$ cat src/bptf_pkg.sv
`default_nettype none

package bptf_pkg;

  // Default memory sizes; both must be powers of two.
  localparam int unsigned PATTERN_BYTES_DFLT = 65536;
  localparam int unsigned PALETTE_BYTES_DFLT = 512;

  // Operation codes of an input word.
  localparam logic [1:0] OP_PAT_WR = 2'd0;
  localparam logic [1:0] OP_PAL_WR = 2'd1;
  localparam logic [1:0] OP_FETCH  = 2'd2;

  // Depth codes.
  localparam logic [1:0] DEPTH_2BPP = 2'd0;
  localparam logic [1:0] DEPTH_4BPP = 2'd1;
  localparam logic [1:0] DEPTH_8BPP = 2'd2;

  // Configuration register indexes.
  localparam int unsigned CFG_IDX_W  = 3;
  localparam int unsigned CFG_DATA_W = 16;
  localparam logic [CFG_IDX_W-1:0] CFG_TILE_WIDTH   = 3'd0;
  localparam logic [CFG_IDX_W-1:0] CFG_TILE_HEIGHT  = 3'd1;
  localparam logic [CFG_IDX_W-1:0] CFG_FLIP_MODE    = 3'd2;
  localparam logic [CFG_IDX_W-1:0] CFG_DEPTH_MODE   = 3'd3;
  localparam logic [CFG_IDX_W-1:0] CFG_BITMAP_BASE  = 3'd4;
  localparam logic [CFG_IDX_W-1:0] CFG_PALETTE_BASE = 3'd5;
  localparam logic [CFG_IDX_W-1:0] CFG_ORIGIN_X     = 3'd6;
  localparam logic [CFG_IDX_W-1:0] CFG_ORIGIN_Y     = 3'd7;

  // Register reset values.
  localparam logic [7:0]  TILE_WIDTH_RST   = 8'd8;
  localparam logic [7:0]  TILE_HEIGHT_RST  = 8'd8;
  localparam logic [1:0]  FLIP_MODE_RST    = 2'd0;
  localparam logic [1:0]  DEPTH_MODE_RST   = DEPTH_4BPP;
  localparam logic [15:0] BITMAP_BASE_RST  = 16'd0;
  localparam logic [8:0]  PALETTE_BASE_RST = 9'd0;
  localparam logic [9:0]  ORIGIN_X_RST     = 10'd0;
  localparam logic [9:0]  ORIGIN_Y_RST     = 10'd0;

  // Eight planes, held in eight pattern banks; plane pairs are 16 bytes apart.
  localparam int unsigned PLANES      = 8;
  localparam int unsigned PAIR_STRIDE = 16;
  // Widest pattern address sum: base + x and y tile offsets + row + plane offset.
  localparam int unsigned PAT_SUM_W   = 17;
  // Widest palette address sum: palette_base + 2 * index + 1.
  localparam int unsigned PAL_SUM_W   = 10;

  typedef struct packed {
    logic [1:0]  operation;
    logic [15:0] address;
    logic [7:0]  write_byte;
    logic [7:0]  pixel_col;
    logic [7:0]  pixel_row;
  } in_word_t;

  typedef struct packed {
    logic [8:0]  screen_x;
    logic [7:0]  screen_y;
    logic [15:0] colour;
    logic        drawn;
  } out_word_t;

  typedef struct packed {
    logic [7:0]  tile_width;
    logic [7:0]  tile_height;
    logic [1:0]  flip_mode;
    logic [1:0]  depth_mode;
    logic [15:0] bitmap_base;
    logic [8:0]  palette_base;
    logic [9:0]  origin_x;
    logic [9:0]  origin_y;
  } cfg_t;

  typedef struct packed {
    logic        wr_en;
    logic        rd_en;
    logic [15:0] wr_addr;
    logic [7:0]  wr_byte;
    logic [7:0]  x;
    logic [7:0]  y;
  } pat_req_t;

  typedef struct packed {
    logic        wr_en;
    logic        rd_en;
    logic [15:0] wr_addr;
    logic [7:0]  wr_byte;
    logic [7:0]  index;
  } pal_req_t;

endpackage

`default_nettype wire

$ cat src/bptf_pal_mem.sv
`default_nettype none

module bptf_pal_mem #(
  parameter int unsigned PALETTE_BYTES = bptf_pkg::PALETTE_BYTES_DFLT
) (
  input  logic                clk,
  input  bptf_pkg::pal_req_t  req,
  input  bptf_pkg::cfg_t      cfg,
  output logic [15:0]         colour
);
  import bptf_pkg::*;

  localparam int unsigned PAW        = $clog2(PALETTE_BYTES);
  localparam int unsigned BANK_AW    = PAW - 1;
  localparam int unsigned BANK_DEPTH = PALETTE_BYTES / 2;

  logic [PAL_SUM_W-1:0] pa_lo_sum;
  logic [PAW-1:0]       pa_lo;
  logic [PAW-1:0]       pa_hi;
  logic [PAW-1:0]       wr_full;
  logic [BANK_AW-1:0]   bank_raddr [2];
  logic [7:0]           bank_q [2];
  logic                 lo_par_r;

  // Low and high bytes of an entry always differ in bit 0, so they come from
  // the even and the odd bank in the same cycle.
  assign pa_lo_sum = PAL_SUM_W'(cfg.palette_base) + PAL_SUM_W'({req.index, 1'b0});
  assign pa_lo     = PAW'(pa_lo_sum);
  assign pa_hi     = PAW'(pa_lo_sum + PAL_SUM_W'(1));
  assign wr_full   = PAW'(req.wr_addr);

  always_comb begin
    for (int c = 0; c < 2; c++) begin
      bank_raddr[c] = (pa_lo[0] == 1'(c)) ? pa_lo[PAW-1:1] : pa_hi[PAW-1:1];
    end
  end

  for (genvar c = 0; c < 2; c++) begin : g_bank
    logic [7:0] mem [BANK_DEPTH];

    always_ff @(posedge clk) begin
      if (req.wr_en && (wr_full[0] == 1'(c))) begin
        mem[wr_full[PAW-1:1]] <= req.wr_byte;
      end
      if (req.rd_en) begin
        bank_q[c] <= mem[bank_raddr[c]];
      end
    end
  end

  always_ff @(posedge clk) begin
    if (req.rd_en) begin
      lo_par_r <= pa_lo[0];
    end
  end

  assign colour = {bank_q[~lo_par_r], bank_q[lo_par_r]};

endmodule

`default_nettype wire

$ cat config.mk
export PLATFORM = sky130hd
export DESIGN_NAME = bptf_pal_mem
export DESIGN_NICKNAME = d
export VERILOG_FILES = /design/src/bptf_pkg.sv /design/src/bptf_pal_mem.sv
export SDC_FILE = /design/constraint.sdc
export NUM_CORES = 2
export LEC_CHECK = 0
export BUFFER_PORTS_ARGS = -buffer_cell sky130_fd_sc_hd__buf_2
export CAP_MARGIN = 20
export CORE_MARGIN = 2
export CORE_UTILIZATION = 55
export CTS_CLUSTER_SIZE = 16
export DETAILED_ROUTE_END_ITERATION = 8
export PLACE_DENSITY = 0.67
export SYNTH_ARGS = -nofsm -noshare
export SYNTH_HDL_FRONTEND = slang
export SYNTH_MEMORY_MAX_BITS = 65536
export SYNTH_SLANG_ARGS = --single-unit
$ cat constraint.sdc
create_clock -name clk -period 4.8 [get_ports clk]
set_input_delay 0.96 -clock clk [delete_from_list [all_inputs] [get_ports clk]]
set_output_delay 0.96 -clock clk [all_outputs]
set_load 0.005 [all_outputs]
==> results.sh <==
export IMPL_status="complete, but fails checks"
export IMPL_violations="setup timing"
export IMPL_grt_pass1_wl_mm=610.3
export IMPL_ys_flop_type="edfxtp_1"
export IMPL_async_reset_ff_frac=0
export IMPL_final_common_cell="edfxtp_1"
export IMPL_critPathMaxFanout=7
export IMPL_yosysTopAreaCellShare=0.7670
export IMPL_p_per_area_mw_per_mm2=456.5
export IMPL_ys_types=80
export IMPL_core_mm2=0.2911
export IMPL_max_freq_mhz=204.7
export IMPL_antenna_left=0
export IMPL_whs_path_depth=2
export IMPL_io_buffers=52
export IMPL_ioPinCount=116
export IMPL_syn_nets=8169
export IMPL_hold_class="primary input to flop"
export IMPL_cts_setup_buffers=0
export IMPL_clk_latency_ns=0.96
export IMPL_required_ns=5.60
export IMPL_finalHoldViolCount=0
export IMPL_drt_wirelength_per_cell_um=32.43
export IMPL_max_cap_violations=0
export IMPL_holdWs_ns=0.4803
export IMPL_crit_arrival_ns=5.69
export IMPL_finClkSkew_ns=0.04362
export IMPL_critical_path_class="primary input to flop"
export IMPL_grt_pass1_vias=85120
export IMPL_slew_headroom=0.1755
export IMPL_dpl_cell_area_mm2=0.1722
export IMPL_final_cell_mix="4,113 x edfxtp_1, 1,024 x mux4_2, 802 x nand2_1, 708 x buf_4, 595 x nor2_1"
export IMPL_crit_path_start_kind="primary input"
export IMPL_drv_slew=0
export IMPL_cts_tree="yes"
export IMPL_initial_utilization=0.5532
export IMPL_r2r_cells=8
export IMPL_cts_clk_slew_worst_paths_ns=0.07
export IMPL_period_minus_slack_ns=4.885
export IMPL_leakage_nw=59.46
export IMPL_yosys_warnings=0
export IMPL_ys_ff_latch=4114
export IMPL_netlist_top_cells_area="edfxtp_1 77%, mux4_2 14%, nand2_1 1.9%"
export IMPL_netlist_area_mm2=0.1610
export IMPL_cts_htree_levels=5
export IMPL_clock_root_buffer="clkbuf_16"
export IMPL_num_nets_final=8968
export IMPL_vdd_drop_max_mv=0.3382
export IMPL_gp_congestion=0.9876
export IMPL_holdBufCountCts=0
export IMPL_fp_row_count=198
export IMPL_postLayoutSetupSlackWorst_ns=-0.08451
export IMPL_clock_path_buffers=4
export IMPL_die_area_mm2=0.2971
export IMPL_numCtsBuffers=406
export IMPL_layout_drive_gt1_share=0.2777
export IMPL_fp_dieH_um=545.1
export IMPL_antenna_found_initial=24
export IMPL_pre_cts_ws_ns=-0.9194
export IMPL_num_vias=84800
export IMPL_dpl_hpwl_mm=267.4
export IMPL_drcViolationCount=0
export IMPL_syn_inst=8059
export IMPL_first_pass_iters=6
export IMPL_yosysSeqAreaShare=0.7671
export IMPL_rsz0062_at_grt="no"
export IMPL_area_delta_synth_final_pct=15.06
export IMPL_synth_edff_count=4113
export IMPL_stdcell_area_mm2=0.1853
export IMPL_finalCritPeriodShare=1.018
export IMPL_clkSinkCount=4114
export IMPL_cp_end_kind="flop"
export IMPL_die_w_um=545.1
export IMPL_avgSynthCellArea_um2=19.98
export IMPL_grt_max_degree=144
export IMPL_grt_overflow_total=0
export IMPL_synth_area_leader_cell="edfxtp_1"
export IMPL_viasPerCell=6.468
export IMPL_gr_usage_all_layers=0.2886
export IMPL_drtIter0Drc=12160
export IMPL_ctsResizeCount=0
export IMPL_wl_mm=425.2
export IMPL_setup_viol_count_final=2
export IMPL_tightest_slew_ns=1.206
-- Yosys cell counts, types with 6 or more instances --
master and count:
ha_1 9, buf_2 264, a211oi_1 21, and2_1 11, nor2b_1 8, a22oi_1 10
nand3_1 366, a32oi_1 6, and3_1 55, nor3_1 23, o211ai_1 17, a31oi_1 67
buf_6 7, mux2i_1 69, a311o_1 19, o221ai_1 7, nor2_1 597, nand2b_1 6
o311ai_0 6, nand2_1 811, nand4_1 12, edfxtp_1 4113, o21ai_0 27, mux2_2 21
a21oi_1 79, clkbuf_1 165, mux4_2 1024, a221oi_1 6, a311oi_1 46, buf_4 33
buf_1 41, xnor2_1 13, o2111ai_1 9
-- final cells by class --
| type | instances | area [um^2] |
|---|---|---|
| antenna | 16 | 40.04 |
| clock buffer | 497 | 10610 |
| clock inverter | 248 | 2425 |
| fill | 19370 | 105800 |
| inverter | 5 | 18.77 |
| multi-input combinational | 3430 | 35320 |
| sequential | 4114 | 123500 |
| tap | 3900 | 4880 |
| timing repair buffer | 901 | 8466 |
-- metrics by stage --
step,util,cells,total power [mW],TNS [ns]
final,0.6365,13110,84.59,-0.1641
after detailed placement,0.5916,12350,53.74,-9.857
after global placement,0.5916,12350,53.62,-9.093
after CTS,0.6363,13090,84.66,0
after floorplan,-,8059,47.18,0
after global routing,0.6364,13100,86.74,0
-- flip-flops by register name, indices dropped and copies added, names as in the netlist, named ones only --
name	flops
lo_par_r	1
g_bank.mem	4096
bank_q	16
-- critical path: stages --
cell and delay, ns:
buf_2 0.12, ha_1 0.32, a211oi_2 0.28, nor2_1 0.18
buf_4 0.18, buf_4 0.13, o21ai_0 0.70, buf_4 0.26
nand2_4 0.12, mux2i_1 0.22, a2111oi_0 1.09, a311oi_1 0.15
nor3_1 0.61, a211oi_1 0.17, a31oi_1 0.18
-- report_power, final --
group          internal (mW)  switching (mW)
registers               39.6           0.127
clock network           17.8            13.6
logic                   5.52            7.97
total                   62.9            21.7
-- kinds of logic (layout without fill, tap and decap cells) --
| logic type | Yosys count | count (layout) | synth area share |
|---|---|---|---|
| flops | 4114 | 4114 | 0.7671 |
| simple gates | 1915 | 1915 | 0.04998 |
| mux | 1114 | 1114 | 0.1490 |
| buf+inv | 515 | 1651 | 0.01515 |
| compound gates | 368 | 368 | 0.01629 |
| xor+xnor | 23 | 23 | 0.001639 |
| fa+ha+maj | 10 | 10 | 0.0008237 |
| other cells | 0 | 16 | 0 |
-- worst paths after layout --
| kind | from | endpoint | slack (ns) |
|---|---|---|---|
| setup reg to reg | g_bank[0].mem[215][2] | bank_q[0][2] | 1.66 |
| hold reg to reg | lo_par_r | flop | 1.12 |
| setup / recovery | req[1] | bank_q[0][2] | -0.08 |
| hold / removal | cfg[20] | lo_par_r | 0.48 |
-- metal layers --
layer | global-route usage | up-vias | part of all wire
met4 | 0.09917 | 2 | 0.039
met3 | 0.07307 | 788 | 0.12
met5 | 0 | - | 0.000016
met1 | 0.4167 | 44760 | 0.38
met2 | 0.4344 | 4772 | 0.46
li1 | - | 34480 | -
Power figures use the tool's default switching activity.
