File: src/bptf_pkg.sv
`default_nettype none

package bptf_pkg;

  // Default memory sizes; both must be powers of two.
  localparam int unsigned PATTERN_BYTES_DFLT = 65536;
  localparam int unsigned PALETTE_BYTES_DFLT = 512;

  // Operation codes of an input word.
  localparam logic [1:0] OP_PAT_WR = 2'd0;
  localparam logic [1:0] OP_PAL_WR = 2'd1;
  localparam logic [1:0] OP_FETCH  = 2'd2;

  // Depth codes.
  localparam logic [1:0] DEPTH_2BPP = 2'd0;
  localparam logic [1:0] DEPTH_4BPP = 2'd1;
  localparam logic [1:0] DEPTH_8BPP = 2'd2;

  // Configuration register indexes.
  localparam int unsigned CFG_IDX_W  = 3;
  localparam int unsigned CFG_DATA_W = 16;
  localparam logic [CFG_IDX_W-1:0] CFG_TILE_WIDTH   = 3'd0;
  localparam logic [CFG_IDX_W-1:0] CFG_TILE_HEIGHT  = 3'd1;
  localparam logic [CFG_IDX_W-1:0] CFG_FLIP_MODE    = 3'd2;
  localparam logic [CFG_IDX_W-1:0] CFG_DEPTH_MODE   = 3'd3;
  localparam logic [CFG_IDX_W-1:0] CFG_BITMAP_BASE  = 3'd4;
  localparam logic [CFG_IDX_W-1:0] CFG_PALETTE_BASE = 3'd5;
  localparam logic [CFG_IDX_W-1:0] CFG_ORIGIN_X     = 3'd6;
  localparam logic [CFG_IDX_W-1:0] CFG_ORIGIN_Y     = 3'd7;

  // Register reset values.
  localparam logic [7:0]  TILE_WIDTH_RST   = 8'd8;
  localparam logic [7:0]  TILE_HEIGHT_RST  = 8'd8;
  localparam logic [1:0]  FLIP_MODE_RST    = 2'd0;
  localparam logic [1:0]  DEPTH_MODE_RST   = DEPTH_4BPP;
  localparam logic [15:0] BITMAP_BASE_RST  = 16'd0;
  localparam logic [8:0]  PALETTE_BASE_RST = 9'd0;
  localparam logic [9:0]  ORIGIN_X_RST     = 10'd0;
  localparam logic [9:0]  ORIGIN_Y_RST     = 10'd0;

  // Eight planes, held in eight pattern banks; plane pairs are 16 bytes apart.
  localparam int unsigned PLANES      = 8;
  localparam int unsigned PAIR_STRIDE = 16;
  // Widest pattern address sum: base + x and y tile offsets + row + plane offset.
  localparam int unsigned PAT_SUM_W   = 17;
  // Widest palette address sum: palette_base + 2 * index + 1.
  localparam int unsigned PAL_SUM_W   = 10;

  typedef struct packed {
    logic [1:0]  operation;
    logic [15:0] address;
    logic [7:0]  write_byte;
    logic [7:0]  pixel_col;
    logic [7:0]  pixel_row;
  } in_word_t;

  typedef struct packed {
    logic [8:0]  screen_x;
    logic [7:0]  screen_y;
    logic [15:0] colour;
    logic        drawn;
  } out_word_t;

  typedef struct packed {
    logic [7:0]  tile_width;
    logic [7:0]  tile_height;
    logic [1:0]  flip_mode;
    logic [1:0]  depth_mode;
    logic [15:0] bitmap_base;
    logic [8:0]  palette_base;
    logic [9:0]  origin_x;
    logic [9:0]  origin_y;
  } cfg_t;

  typedef struct packed {
    logic        wr_en;
    logic        rd_en;
    logic [15:0] wr_addr;
    logic [7:0]  wr_byte;
    logic [7:0]  x;
    logic [7:0]  y;
  } pat_req_t;

  typedef struct packed {
    logic        wr_en;
    logic        rd_en;
    logic [15:0] wr_addr;
    logic [7:0]  wr_byte;
    logic [7:0]  index;
  } pal_req_t;

endpackage

`default_nettype wire

File: src/bptf_cfg.sv
`default_nettype none

module bptf_cfg (
  input  logic                               clk,
  input  logic                               rst_n,
  input  logic                               wr_en,
  input  logic [bptf_pkg::CFG_IDX_W-1:0]     wr_index,
  input  logic [bptf_pkg::CFG_DATA_W-1:0]    wr_data,
  output bptf_pkg::cfg_t                     cfg
);
  import bptf_pkg::*;

  cfg_t cfg_r;
  cfg_t cfg_nxt;

  always_comb begin
    cfg_nxt = cfg_r;
    if (wr_en) begin
      unique case (wr_index)
        CFG_TILE_WIDTH:   cfg_nxt.tile_width   = wr_data[7:0];
        CFG_TILE_HEIGHT:  cfg_nxt.tile_height  = wr_data[7:0];
        CFG_FLIP_MODE:    cfg_nxt.flip_mode    = wr_data[1:0];
        CFG_DEPTH_MODE:   cfg_nxt.depth_mode   = wr_data[1:0];
        CFG_BITMAP_BASE:  cfg_nxt.bitmap_base  = wr_data[15:0];
        CFG_PALETTE_BASE: cfg_nxt.palette_base = wr_data[8:0];
        CFG_ORIGIN_X:     cfg_nxt.origin_x     = wr_data[9:0];
        CFG_ORIGIN_Y:     cfg_nxt.origin_y     = wr_data[9:0];
      endcase
    end
  end

  always_ff @(posedge clk) begin
    if (!rst_n) begin
      cfg_r.tile_width   <= TILE_WIDTH_RST;
      cfg_r.tile_height  <= TILE_HEIGHT_RST;
      cfg_r.flip_mode    <= FLIP_MODE_RST;
      cfg_r.depth_mode   <= DEPTH_MODE_RST;
      cfg_r.bitmap_base  <= BITMAP_BASE_RST;
      cfg_r.palette_base <= PALETTE_BASE_RST;
      cfg_r.origin_x     <= ORIGIN_X_RST;
      cfg_r.origin_y     <= ORIGIN_Y_RST;
    end else begin
      cfg_r <= cfg_nxt;
    end
  end

  assign cfg = cfg_r;

endmodule

`default_nettype wire

File: config.mk
export PLATFORM = sky130hd
export DESIGN_NAME = bptf_cfg
export DESIGN_NICKNAME = d
export VERILOG_FILES = /design/src/bptf_pkg.sv /design/src/bptf_cfg.sv
export SDC_FILE = /design/constraint.sdc
export NUM_CORES = 1
export LEC_CHECK = 0
export ABC_AREA = 1
export BUFFER_PORTS_ARGS = -buffer_cell sky130_fd_sc_hd__buf_4
export CAP_MARGIN = 20
export CORE_ASPECT_RATIO = 0.5
export CORE_MARGIN = 2
export CORE_UTILIZATION = 45
export CTS_CLUSTER_DIAMETER = 40
export CTS_CLUSTER_SIZE = 16
export DETAILED_ROUTE_END_ITERATION = 8
export PLACE_DENSITY = 0.75
export SLEW_MARGIN = 0
export SYNTH_ARGS = -nofsm -noshare
export SYNTH_HDL_FRONTEND = slang
export SYNTH_SLANG_ARGS = --single-unit
File: constraint.sdc
create_clock -name clk -period 1 [get_ports clk]
set_input_delay 0.3 -clock clk [delete_from_list [all_inputs] [get_ports clk]]
set_output_delay 0.3 -clock clk [all_outputs]
set_load 0.005 [all_outputs]
==> impl_summary.md, run 1 <==
Setup path
STA classifies the critical path startpoint as a flip-flop. Traced cell by cell, the critical path runs through buf_6. Data arrives at the worst endpoint at 770 ps. The maximum fanout along the worst path is 2. The largest delay contributor family on the critical path is flip-flops. Data on the critical path is required at its endpoint by 700 ps.

For this run, the slowest stage of the critical path takes 350 ps. The largest individual stage delay along the critical path comes from the cell sky130_fd_sc_hd__dfxtp_2. The buffers plus inverters on the worst setup path is 1.

The startpoint-to-endpoint class of the critical path is flip-flop to output port. The worst setup path is captured at an output port.

Global routing
The first global-routing pass estimated 12.6 mm of wire. The number of antenna violations at the first check in global routing is 0. The total routing resource utilization after global routing is 0.248. The number of global-route vias before repair came to 2,703. The remaining global-route overflow is 0. The pin count of the biggest net entering global routing is 29.

Place
The count of buffers added on input and output ports is 86. After legalization and detailed placement, the total HPWL measured 4.94 mm. OpenSTA, run right after detailed placement, puts the worst setup slack at -258 ps. In this run, placement finished with an instance count of 545.

At the end of routability-driven placement, the weighted congestion stood at 0.813.

Clocking
The number of clock sinks is 65. TritonCTS built the clock tree. Counting the buffers created by CTS gives 9. The clock latency of the later-clocked register in the worst-skew pair is 320 ps. The H-tree was split into 3 levels.

The buffer levels on the longest clock path is 2. The clock-pin transition on the worst setup and hold timing paths is 50 ps. The root buffer cell is sky130_fd_sc_hd__clkbuf_16.

Routing
The number of detailed-route iterations in the first pass is 5. The wire length per cell is 13.7 um. The count of unresolved DRC violations after routing is 0.

The initial DRC count is 182. Using the TritonRoute via totals, the vias-per-cell ratio works out to 5.00. The wire length after detailed routing is 7.82 mm. The detail route stage leaves a number of antenna-violating nets equal to 0. The via count is 2,850.

Logic synthesis
By area the synthesized netlist is led by sky130_fd_sc_hd__dfxtp_1 (50%), sky130_fd_sc_hd__nor2_1 (19%), sky130_fd_sc_hd__nand2_1 (12%). The share of the Yosys chip area taken by registers is 0.500. Yosys printed 0 warnings.

The post-synth design cell area is 2600 um^2. The post-synthesis cell count is 376. The largest area contributor in the netlist is sky130_fd_sc_hd__dfxtp_1. The netlist uses 16 different library cells. In this run, synthesis produced a sequential element count of 65. The area share of the leading cell type in the synthesized netlist is 0.500.

Counting every net in the synthesized netlist gives 398. The post-synthesis area per instance is 6.92 um^2.

Timing
Across all setup checks in the final design, the least slack found is -69.6 ps. The transition time of the tightest slew-check pin is 319 ps. The time the worst path needs with I/O delays and setup is 1070 ps. The achievable clock frequency is 935 MHz. The count of pins over their slew limit came to 0. The worst max-slew margin expressed relative to the limit is 0.787. Setup repair after global routing could not meet its margin everywhere. The number of hold-slack violations in the final timing report came to 0.

The part of the cycle the worst path needs is 1.07. The final setup violation count is 65. Across the routed clock network, the largest skew measured is 0 ps. The worst-case hold slack is 221 ps.

Run
The count of max-cap constraint violations is 0.

Run status
The final reports fail on setup timing. The run finished, with violations left.

Power and ir drop
The maximum vdd drop is 1.08 mV. Dividing total power by cell area gives a power density of 1530 nW/um^2. The total design power is 6540 uW. The static leakage is 0.00199 uW.

Finish
The number of flip-flops in the largest register is 65. The proportion of layout cells with a drive suffix above 1 is 0.425. The number of antenna diodes in the final layout is 0. The layout net count is 515. The final cell utilization of the core is 0.773. The filler cell count in the final layout is 366.

The relative area change from synthesis to final layout is 64.5%. The finished layout holds 570 standard cells, fillers aside.

Hold path
The classification of the worst-slack hold path is input pin to flip-flop.

Floorplanning
The vertical extent of the die is 57.8 um. The die outline width is 112 um. The floorplan die area is 6440 um^2. The floorplan has 19 rows. The core footprint is 5540 um^2. The top-level I/O count is 87. The initial core utilization is 0.470.
## cell type report
class | count | area, um^2 | share of cell area
Inverter | 16 | 60.1 | 0.0140
Tap cell | 73 | 91.3 | 0.0213
Clock inverter | 2 | 12.5 | 0.00292
Timing Repair Buffer | 124 | 1300 | 0.304
Multi-Input combinational cell | 277 | 1160 | 0.272
Clock buffer | 13 | 270 | 0.0632
Sequential cell | 65 | 1380 | 0.323
## per-stage QoR
step / cell area (um^2) / TNS, ps
after detailed placement: 3590 / -10050
final: 4280 / -3030
after global routing: 4280 / -4200
after CTS: 4250 / -3430
after floorplan: 2610 / -6.20
after global placement: 3590 / -8870
## timing repair
item	in CTS	in global routing
hold buffers	0	0
setup buffers	8	2
gates cloned	0	0
endpoints found under the setup margin	65	76
gates resized for setup	130	2
## cells in the final DEF, fill, tap and decap left out
master                       netlist  layout
sky130_fd_sc_hd__nor2_1          131     130
sky130_fd_sc_hd__nand2_1          84      84
sky130_fd_sc_hd__dfxtp_2           0      65
sky130_fd_sc_hd__buf_6             1      65
sky130_fd_sc_hd__nand3_1          49      49
sky130_fd_sc_hd__buf_4             2      49
sky130_fd_sc_hd__inv_1            15      15
sky130_fd_sc_hd__buf_12            0      10
sky130_fd_sc_hd__clkbuf_16         0       9
sky130_fd_sc_hd__nand3b_1          6       6
sky130_fd_sc_hd__nor2_4            1       4
sky130_fd_sc_hd__clkbuf_8          0       3
sky130_fd_sc_hd__nor2_2            4       2
sky130_fd_sc_hd__nand2_2           1       1
sky130_fd_sc_hd__inv_2             1       1
sky130_fd_sc_hd__o21ai_0           1       1
sky130_fd_sc_hd__clkinvlp_4        0       1
sky130_fd_sc_hd__clkinv_2          0       1
sky130_fd_sc_hd__clkbuf_1          1       1
## power breakdown
part | leakage [uW] | internal, uW | switching (uW)
registers | 0.000556 | 2700 | 65.8
logic | 0.00130 | 451 | 410
clock network | 0.000138 | 1860 | 1050
total | 0.00199 | 5010 | 1520
## routing by layer
layer  global-route usage  vias to the layer above  wire, um  share of wire
met5                    0                        -         0              0
met4               0.0988                        0        97          0.012
met3               0.0554                       10       581          0.074
met2                0.435                      101      3920           0.50
met1                0.306                     1341      3220           0.41
li1                     -                     1398         -              -
## synth_stat cells
master	number
sky130_fd_sc_hd__buf_1	4
sky130_fd_sc_hd__buf_2	10
sky130_fd_sc_hd__buf_4	2
sky130_fd_sc_hd__buf_6	1
sky130_fd_sc_hd__clkbuf_1	1
sky130_fd_sc_hd__dfxtp_1	65
sky130_fd_sc_hd__inv_1	15
sky130_fd_sc_hd__inv_2	1
sky130_fd_sc_hd__nand2_1	84
sky130_fd_sc_hd__nand2_2	1
sky130_fd_sc_hd__nand3_1	49
sky130_fd_sc_hd__nand3b_1	6
sky130_fd_sc_hd__nor2_1	131
sky130_fd_sc_hd__nor2_2	4
sky130_fd_sc_hd__nor2_4	1
sky130_fd_sc_hd__o21ai_0	1
## cell families (layout without fill, tap and decap cells)
family                 Yosys count  in the layout  share of synthesized area
and+or+nand+nor                276            276                      0.438
DFF                             65             65                      0.500
buffers and inverters           34            155                     0.0596
AOI/OAI and AO/OA                1              1                    0.00192
## path summary, 6_finish.rpt
path | startpoint | to | slack (ps) | cells past startpoint
worst max-delay path | cfg[60] | cfg[60] | -70 | 1
worst min register to register | cfg[0] | cfg[0] | 480 | 2
worst min-delay path | wr_data[0] | cfg[45] | 220 | 3
worst max register to register | cfg[45] | cfg[45] | 290 | 3
Power figures use the tool's default switching activity.
==> run 2, diff against run 1 <==
==> constraint.sdc (replaced) <==
create_clock -name clk -period 1 [get_ports clk]
set_input_delay 0.1 -clock clk [delete_from_list [all_inputs] [get_ports clk]]
set_output_delay 0.1 -clock clk [all_outputs]
set_load 0.005 [all_outputs]
==> run 2 against run 1 <==
Compared with the run above: the run now ends clean; wire length is 11% lower; sequential cell count is the same; hold slack worse by 140 ps; critical path type is now input pin to flip-flop; largest power group unchanged; highest routed layer unchanged.
==> impl_summary.md, run 2 (synthesis gave the netlist of run 1 again) <==
Timing
The count of pins over their slew limit came to 0 (unchanged). The clock skew after layout is 0 ps (unchanged). The number of hold-slack violations in the final timing report came to 0 (unchanged).

The transition time of the tightest slew-check pin was 436 ps (was 319 ps). The time the worst path needs with I/O delays and setup is 939 ps (was 1070 ps). The part of the cycle the worst path needs came to 0.939 (was 1.07). The achievable clock frequency is 1070 MHz (was 935 MHz). The worst-case hold slack came to 78.0 ps (was 221 ps). Unrepaired setup endpoints after global routing: true (unchanged).

The worst max-slew margin expressed relative to the limit is 0.709 (was 0.787). The final setup violation count is 0 (was 65).

Floorplanning
The floorplan row count came to 19 (unchanged). The core footprint is 5540 um^2 (unchanged). The die outline width is 112 um (unchanged).

The floorplan die area is 6440 um^2 (unchanged). The top-level I/O count is 87 (unchanged). The initial core utilization came to 0.470 (unchanged).

The vertical extent of the die is 57.8 um (unchanged).

Power and ir drop
The clock share of power came to 0.473 (was 0.445). The power share of the combinational group was 0.106 (was 0.132). The maximum vdd drop was 1.26 mV (was 1.08 mV). The static leakage was 0.00177 uW (was 0.00199 uW). The total design power is 6480 uW (was 6540 uW).

The switching portion of total power is 0.241 (was 0.233). The internal cell power is 4920 uW (was 5010 uW). The net load switching power is 1560 uW (was 1520 uW). The share of power burned in registers is 0.421 (was 0.424). The power per cell area is 1740 nW/um^2 (was 1530 nW/um^2).

Clocking
The root buffer cell is sky130_fd_sc_hd__clkbuf_16 (unchanged). The clock tree from TritonCTS was yes (unchanged). The maximum level of the CTS H-tree is 3 (unchanged).

The clock latency of the later-clocked register in the worst-skew pair is 330 ps (was 320 ps). The buffer levels on the longest clock path was 2 (unchanged). The number of setup buffers added after CTS was 0 (was 8).

The clock-pin transition on the worst setup and hold timing paths is 50 ps (about the same). The TritonCTS buffer count is 9 (unchanged). The number of clock sinks came to 65 (unchanged).

Global routing
The number of antenna violations at the first check in global routing is 0 (unchanged). The pin count of the biggest net entering global routing is 66 (was 29). The number of global-route vias before repair is 2,352 (was 2,703). The global-route wire length before repair was 11.4 mm (was 12.6 mm). The total routing resource utilization after global routing came to 0.226 (was 0.248). The remaining global-route overflow is 0 (unchanged).

Finish
Most used cells in the layout excluding fill and tap cells: sky130_fd_sc_hd__nor2_1 (131), sky130_fd_sc_hd__buf_4 (96), sky130_fd_sc_hd__nand2_1 (84) (was sky130_fd_sc_hd__nor2_1 (130), sky130_fd_sc_hd__nand2_1 (84), sky130_fd_sc_hd__dfxtp_2 (65), sky130_fd_sc_hd__buf_6 (65)). The area taken by flip-flops and latches is 1300 um^2 (was 1380 um^2). The area of combinational cells with multiple inputs is 1140 um^2 (was 1160 um^2). The final cell utilization of the core is 0.671 (was 0.773). The filler cell count in the final layout is 507 (was 366). The most common library cell in the layout ignoring fill and taps is sky130_fd_sc_hd__nor2_1 (unchanged). The final cell area excluding filler cells is 3720 um^2 (was 4280 um^2). The number of flip-flops in the largest register is 65 (unchanged). The number of diodes is 0 (unchanged). The proportion of layout cells with a drive suffix above 1 came to 0.261 (was 0.425). The relative area change from synthesis to final layout is 43.0% (was 64.5%). The layout net count is 493 (was 515).

Setup path
The data required time at the worst endpoint is 1260 ps (was 700 ps). The startpoint type of the worst setup path is an input pin (was flip-flop). The capturing element type of the critical path was a flip-flop (was output port).

The maximum fanout along the worst path is 7 (was 2). The endpoint arrival time on the critical path is 1200 ps (was 770 ps). The startpoint-to-endpoint class of the critical path is input pin to flip-flop (was flip-flop to output port).

Routing
The residual antenna-violating net count after detailed routing is 0 (unchanged). The wire length per cell is 12.7 um (was 13.7 um). The number of detailed-route iterations in the first pass is 4 (was 5). The initial DRC count came to 119 (was 182). The vias per cell is 4.75 (was 5.00).

The via count is 2,609 (was 2,850). The count of unresolved DRC violations after routing is 0 (unchanged). The wire length after detailed routing is 6.97 mm (was 7.82 mm).

Place
The quantity of I/O buffers inserted on ports was 86 (unchanged). The routability-driven placement congestion ratio is 0.792 (was 0.813). The total half-perimeter wirelength after legalization and detailed placement came to 4.58 mm (was 4.94 mm). The total cell area at the placement stage came to 3400 um^2 (was 3590 um^2).

Hold path
The classification of the worst-slack hold path is input pin to flip-flop (unchanged).

Run status
Status: finished, final reports clean (was finished with violations).

Run
The count of max-cap constraint violations is 0 (unchanged).
## run 2: worst max-delay path, cell delays in order
cell	delay, ps
sky130_fd_sc_hd__dlygate4sd3_1	530
sky130_fd_sc_hd__buf_4	130
sky130_fd_sc_hd__clkinvlp_4	160
sky130_fd_sc_hd__nand3_1	120
sky130_fd_sc_hd__nand2_1	50
sky130_fd_sc_hd__nor2_1	100
## run 2: power by group through the flow
| stage | logic (uW) | registers [uW] | clock network [uW] |
|---|---|---|---|
| after global routing | 767 | 2740 | 3240 |
| after CTS | 688 | 2730 | 3120 |
| after global placement | 669 | 2780 | 0 |
| after detailed placement | 678 | 2790 | 0 |
| after floorplan | 341 | 2790 | 0 |
| final | 688 | 2730 | 3060 |
## run 2: timing repair
action | 4_1_cts | 5_1_grt
gates resized for setup | 0 | 1
setup endpoints to repair | 0 | 7
endpoints found under the hold margin | 2 | 0
hold buffers | 2 | 0
## run 2: worst paths after layout
kind,depth (start not counted),end,slack (ps),from
min reg2reg,2,cfg[27],480,cfg[27]
min,4,cfg[40],80,wr_data[11]
max,6,cfg[10],60,wr_data[0]
max reg2reg,2,cfg[10],410,cfg[10]
## run 2: per-stage QoR
| stage | TNS (ps) | instances | setup WS [ps] |
|---|---|---|---|
| after floorplan | 0 | 376 | 156 |
| after global routing | 0 | 549 | 5.00 |
| after global placement | 0 | 531 | 22.5 |
| after detailed placement | -364 | 531 | -60.3 |
| after CTS | 0 | 549 | 19.5 |
| final | 0 | 549 | 61.4 |
## run 2: layout make-up
cell class	count	share of cell area
inverter	16	0.0172
timing repair buffer	102	0.221
clock buffer	9	0.0606
sequential	65	0.350
tap	73	0.0246
multi-input combinational	277	0.308
clock inverter	7	0.0192
## run 2: per-layer routing
metal	track usage	routed length [um]	vias up
li1	-	-	1354
met1	0.294	3120	1163
met2	0.366	3240	81
met3	0.0680	517	11
met4	0.0829	103	0
met5	0	0	-
